===== config.mk =====
export PLATFORM = sky130hd
export DESIGN_NAME = pba_ctrl
export DESIGN_NICKNAME = d
export VERILOG_FILES = /design/src/hw/rtl/pba_pkg.sv /design/src/hw/rtl/pba_ctrl.sv
export SDC_FILE = /design/constraint.sdc
export NUM_CORES = 1
export LEC_CHECK = 0
export BUFFER_PORTS_ARGS = -buffer_cell sky130_fd_sc_hd__buf_4
export CAP_MARGIN = 20
export CORE_AREA = 2 2 39 41
export DETAILED_ROUTE_END_ITERATION = 8
export DIE_AREA = 0 0 41 43
export GPL_ROUTABILITY_DRIVEN = 0
export GPL_TIMING_DRIVEN = 0
export SLEW_MARGIN = 20
export SYNTH_ARGS = -nofsm -noshare
export SYNTH_HDL_FRONTEND = slang
export SYNTH_SLANG_ARGS = --single-unit

===== constraint.sdc =====
create_clock -name clk -period 1.4 [get_ports clk]
set_clock_uncertainty 0.05 [all_clocks]
set_input_delay 0.28 -clock clk [delete_from_list [all_inputs] [get_ports clk]]
set_output_delay 0.28 -clock clk [all_outputs]
set_load 0.005 [all_outputs]

===== src/hw/rtl/pba_pkg.sv =====
// Shared types, codes and field layout for the page bitmap allocator.
`timescale 1ns / 1ps

package pba_pkg;

  // Default sizing of the used/free store.
  localparam int DEF_NUM_PAGES = 65536;
  localparam int DEF_WORD_BITS = 32;

  // Field widths.
  localparam int ACTION_W = 3;
  localparam int ADDR_W   = 32;
  localparam int INDEX_W  = 16;
  localparam int LEN_W    = 17;
  localparam int STATUS_W = 2;
  localparam int SHIFT_W  = 5;
  localparam int PAGES_W  = 17;

  // Input word layout: page_address, page_index, range_length from bit 0 up.
  localparam int IN_DATA_W    = 72;
  localparam int PADDR_LSB    = 0;
  localparam int PIDX_LSB     = PADDR_LSB + ADDR_W;
  localparam int PLEN_LSB     = PIDX_LSB + INDEX_W;
  localparam int OUT_DATA_W   = 32;

  // Configuration port.
  localparam int CFG_IDX_W  = 1;
  localparam int CFG_DATA_W = 17;
  localparam logic [CFG_IDX_W-1:0] REG_PAGE_SHIFT   = 1'd0;
  localparam logic [CFG_IDX_W-1:0] REG_PAGES_IN_USE = 1'd1;

  localparam logic [SHIFT_W-1:0] PAGE_SHIFT_RST   = 5'd12;
  localparam logic [PAGES_W-1:0] PAGES_IN_USE_RST = 17'h10000;

  // Action codes.
  localparam logic [ACTION_W-1:0] ACT_ALLOC     = 3'd0;
  localparam logic [ACTION_W-1:0] ACT_FREE      = 3'd1;
  localparam logic [ACTION_W-1:0] ACT_SET       = 3'd2;
  localparam logic [ACTION_W-1:0] ACT_CLR       = 3'd3;
  localparam logic [ACTION_W-1:0] ACT_SET_RANGE = 3'd4;
  localparam logic [ACTION_W-1:0] ACT_CLR_RANGE = 3'd5;

  // Result status codes.
  localparam logic [STATUS_W-1:0] ST_DONE         = 2'd0;
  localparam logic [STATUS_W-1:0] ST_NO_FREE      = 2'd1;
  localparam logic [STATUS_W-1:0] ST_OUT_OF_RANGE = 2'd2;

  localparam logic [ADDR_W-1:0] ADDR_NONE = 32'hFFFF_FFFF;

  // Controller to datapath.
  typedef struct packed {
    logic idle;
    logic clear;
    logic check;
    logic div_step;
    logic prime;
    logic walk;
    logic load_out;
  } pba_cmd_t;

  // Datapath to controller.
  typedef struct packed {
    logic clr_done;
    logic is_alloc;
    logic need_walk;
    logic walk_done;
    logic out_free;
  } pba_stat_t;

endpackage


===== src/hw/rtl/pba_ctrl.sv =====
// Controller state machine for the page bitmap allocator.
`timescale 1ns / 1ps

module pba_ctrl
  import pba_pkg::*;
(
  input  logic      clk,
  input  logic      rst,
  input  logic      s_tvalid,
  input  pba_stat_t stat,
  output pba_cmd_t  cmd
);

  localparam logic [2:0] S_CLEAR  = 3'd0;
  localparam logic [2:0] S_IDLE   = 3'd1;
  localparam logic [2:0] S_CHECK  = 3'd2;
  localparam logic [2:0] S_DIV    = 3'd3;
  localparam logic [2:0] S_PRIME  = 3'd4;
  localparam logic [2:0] S_WALK   = 3'd5;
  localparam logic [2:0] S_RESULT = 3'd6;

  logic [2:0] state;
  logic [2:0] state_next;

  always_ff @(posedge clk) begin
    if (rst) begin
      state <= S_CLEAR;
    end else begin
      state <= state_next;
    end
  end

  always_comb begin
    cmd        = '0;
    state_next = state;
    case (state)
      S_CLEAR: begin
        cmd.clear = 1'b1;
        if (stat.clr_done) state_next = S_IDLE;
      end
      S_IDLE: begin
        cmd.idle = 1'b1;
        if (s_tvalid) state_next = S_CHECK;
      end
      S_CHECK: begin
        cmd.check = 1'b1;
        if (stat.is_alloc) begin
          state_next = S_PRIME;
        end else if (stat.need_walk) begin
          state_next = S_DIV;
        end else begin
          state_next = S_RESULT;
        end
      end
      S_DIV: begin
        cmd.div_step = 1'b1;
        state_next   = S_PRIME;
      end
      S_PRIME: begin
        cmd.prime  = 1'b1;
        state_next = S_WALK;
      end
      S_WALK: begin
        cmd.walk = 1'b1;
        if (stat.walk_done) state_next = S_RESULT;
      end
      S_RESULT: begin
        if (stat.out_free) begin
          cmd.load_out = 1'b1;
          state_next   = S_IDLE;
        end
      end
      default: begin
        state_next = S_IDLE;
      end
    endcase
  end

endmodule


==> metrics.cfg <==
[power]
combPwrFrac=0.565
internal_power_mw=0.4068
p_clk_frac=0.233
p_per_area_nw_per_um2=1016
p_leak_nw=0.2689
switching_share=0.3577
vdd_ir_drop_max_v=0.0005991
seq_power_share=0.202
power.switching_mw=0.2266
p_total_mw=0.6333

[worst_setup_path]
r2r-end=state[1]
reg2regPathDepth=6
reg2reg_setup_slack_ps=-20
path_delay_family=flip-flops
r2r_start=state[1]
crit_chain=inv_4 > ha_4 > nand2_2 > a22o_1 > a31oi_1 > nor2_1
critical_path_class=flip-flop to flip-flop
cp-start-kind=flip-flop
critPathMaxStageDelay_ps=400
critPathArrivalTime_ps=1480
crit_required_ps=1460
crit_path_top_delay_cell=dfxtp_4
crit_path_end_kind=flip-flop
cp_max_fo=8
cp.buffers_inverters=1

[placed_design]
io_buffers=14
hpwl_um=590
place_inst=73
pre_cts_slack_ps=-64.36

[floorplan]
coreArea_um2=1384
start_util=0.2369
dieHeight_um=43
dieArea_um2=1763
num_io_pins=15
num_rows=14
fp.dieW_um=41

[routing]
vias=386
firstDrtPassIters=3
wire_per_inst_um=10.81
via_per_inst=4.651
drt-total-wl_um=897
drt_iter0_drc=1
drc=0
ant_nets=0

[cts]
clock_latency_ps=230
clockBufferDepth=2
root_buffer=clkbuf_4
numCtsBuffers=3
h-tree-depth=1
ctsHoldBuffers=0
clock-sinks=3
clk_pin_slew_ps=30
cts_tree=built

[timing]
min_period_ps=1420
fmaxAchievable_mhz=704.2
relSlewSlack=0.7476
setup_ws_ps=-20.08
hold_viol=0
tightestPinTransition_ps=376.8
final_max_slew_viol_count=0
tns_ps=-63.80
post-route-period-util=1.014
setup_viol=5
grt_setup_unrepaired=yes

[run]
drv_cap=0

[synthesis]
yosys_warnings=0
ys_seq_area_frac=0.1832
syn_avg_cell_area_um2=7.624
netlist_instances=43
synth_nets=52
synth_area_um2=327.8
synth.area.top_cells=dfxtp_1, nor3b_1, a21oi_1
synth_top_area_share=0.1832
synth_area_leader_cell=dfxtp_1
ys_ff_latch=3
ys_types=27

[final_layout]
top_regs=state: 3 flops
antenna_cells=0
nets=77
final_cells=83
regMostFlops=state
largest_reg_flops=3
fin_util=0.4503
drive_gt1_frac=0.6567
syn_to_final_growth_pct=90.08

[hold_path]
hold_end=state[1]
min_path_type=primary input to flip-flop
hold_path_depth=2
min_from=rst

[global_route]
antenna_found_initial=0
grt_max_degree=11
track_usage=0.1194
grt_pass1_wl_mm=1.469
grt_pass1_vias=377
overflow=0

[run_status]
failed_checks=negative setup slack
outcome=finished, violations left

-- layer usage --
layer / vias up / global-route usage / share of wire
met5: - / 0 / 0
met4: 0 / 0.06000 / 0
met3: 0 / 0.01571 / 0.032
met2: 7 / 0.1875 / 0.53
met1: 173 / 0.1506 / 0.44
li1: 206 / - / -
-- placed cells by master (no fill, tap or decap), drive strengths merged --
cell type,netlist,final
buf,3,23
nor2,4,4
a21oi,4,4
clkbuf,0,4
nor3b,4,4
inv,3,3
dfxtp,3,3
nor3,2,2
a31oi,2,2
nand2,2,2
o21ai,2,2
nand2b,1,1
nor2b,1,1
and2,1,1
o31ai,1,1
nor4,1,1
and4bb,1,1
nand4,1,1
a21bo,1,1
a22o,1,1
o21a,1,1
nor4b,1,1
and3,1,1
a211oi,1,1
ha,1,1
-- stage by stage --
step	hold WS, ps	cell area (µm²)
after floorplan	294.6	341.6
after detailed placement	414.3	466.7
after CTS	165.5	596.8
after global placement	414.4	466.7
final	174.7	623.1
after global routing	166.2	623.1
-- cells by family (layout without fill, tap and decap cells) --
group | Yosys count | in the layout | synth area share
adders and majority gates | 1 | 1 | 0.03816
buffers and inverters | 6 | 30 | 0.09923
DFF | 3 | 3 | 0.1832
and+or+nand+nor | 20 | 20 | 0.3970
AOI/OAI and AO/OA | 13 | 13 | 0.2824
-- worst max path at each step --
stage	start	end	slack (ps)	cells past startpoint
6_report	state[1]	state[1]	-20	6
3_5_place_dp	state[1]	state[1]	-60	6
3_3_place_gp	state[1]	state[1]	-100	6
5_1_grt	state[2]	state[0]	-100	6
4_1_cts	state[2]	cmd[0]	-30	5
2_1_floorplan	state[1]	state[1]	40	6
-- power by group through the flow --
stage	combinational, mW	clock, mW	sequential [mW]
2_1_floorplan	0.199	0	0.118
3_3_place_gp	0.286	0	0.124
3_5_place_dp	0.286	0	0.124
4_1_cts	0.343	0.155	0.128
5_1_grt	0.393	0.162	0.131
6_report	0.358	0.147	0.128
-- cell usage after synthesis --
master	n
and2_1	1
a211oi_2	1
inv_1	3
nand2_1	2
ha_1	1
a21bo_1	1
o31ai_1	1
nor3_1	2
nand2b_1	1
nor2_1	4
o21ai_0	1
nor3b_1	4
nor4b_2	1
a21oi_1	3
nor4_1	1
buf_6	1
and4bb_1	1
a22o_1	1
a21oi_2	1
nand4_1	1
and3_1	1
o21ai_1	1
nor2b_2	1
o21a_1	1
buf_2	2
a31oi_1	2
dfxtp_1	3
-- layout make-up --
class,instances,area [µm²]
Tap cell,16,20.02
Sequential cell,3,66.31
Buffer,3,33.78
Timing Repair Buffer,20,153.9
Inverter,3,13.76
Clock buffer,4,26.28
Multi-Input combinational cell,34,309.0
Fill cell,156,760.7
-- what timing repair did --
item / 4_1_cts / 5_1_grt
endpoints found under the setup margin: 9 / 8
pin swaps: 7 / 0
gates resized for setup: 16 / 6
buffers inserted: 6 / 0
Power figures use the tool's default switching activity.
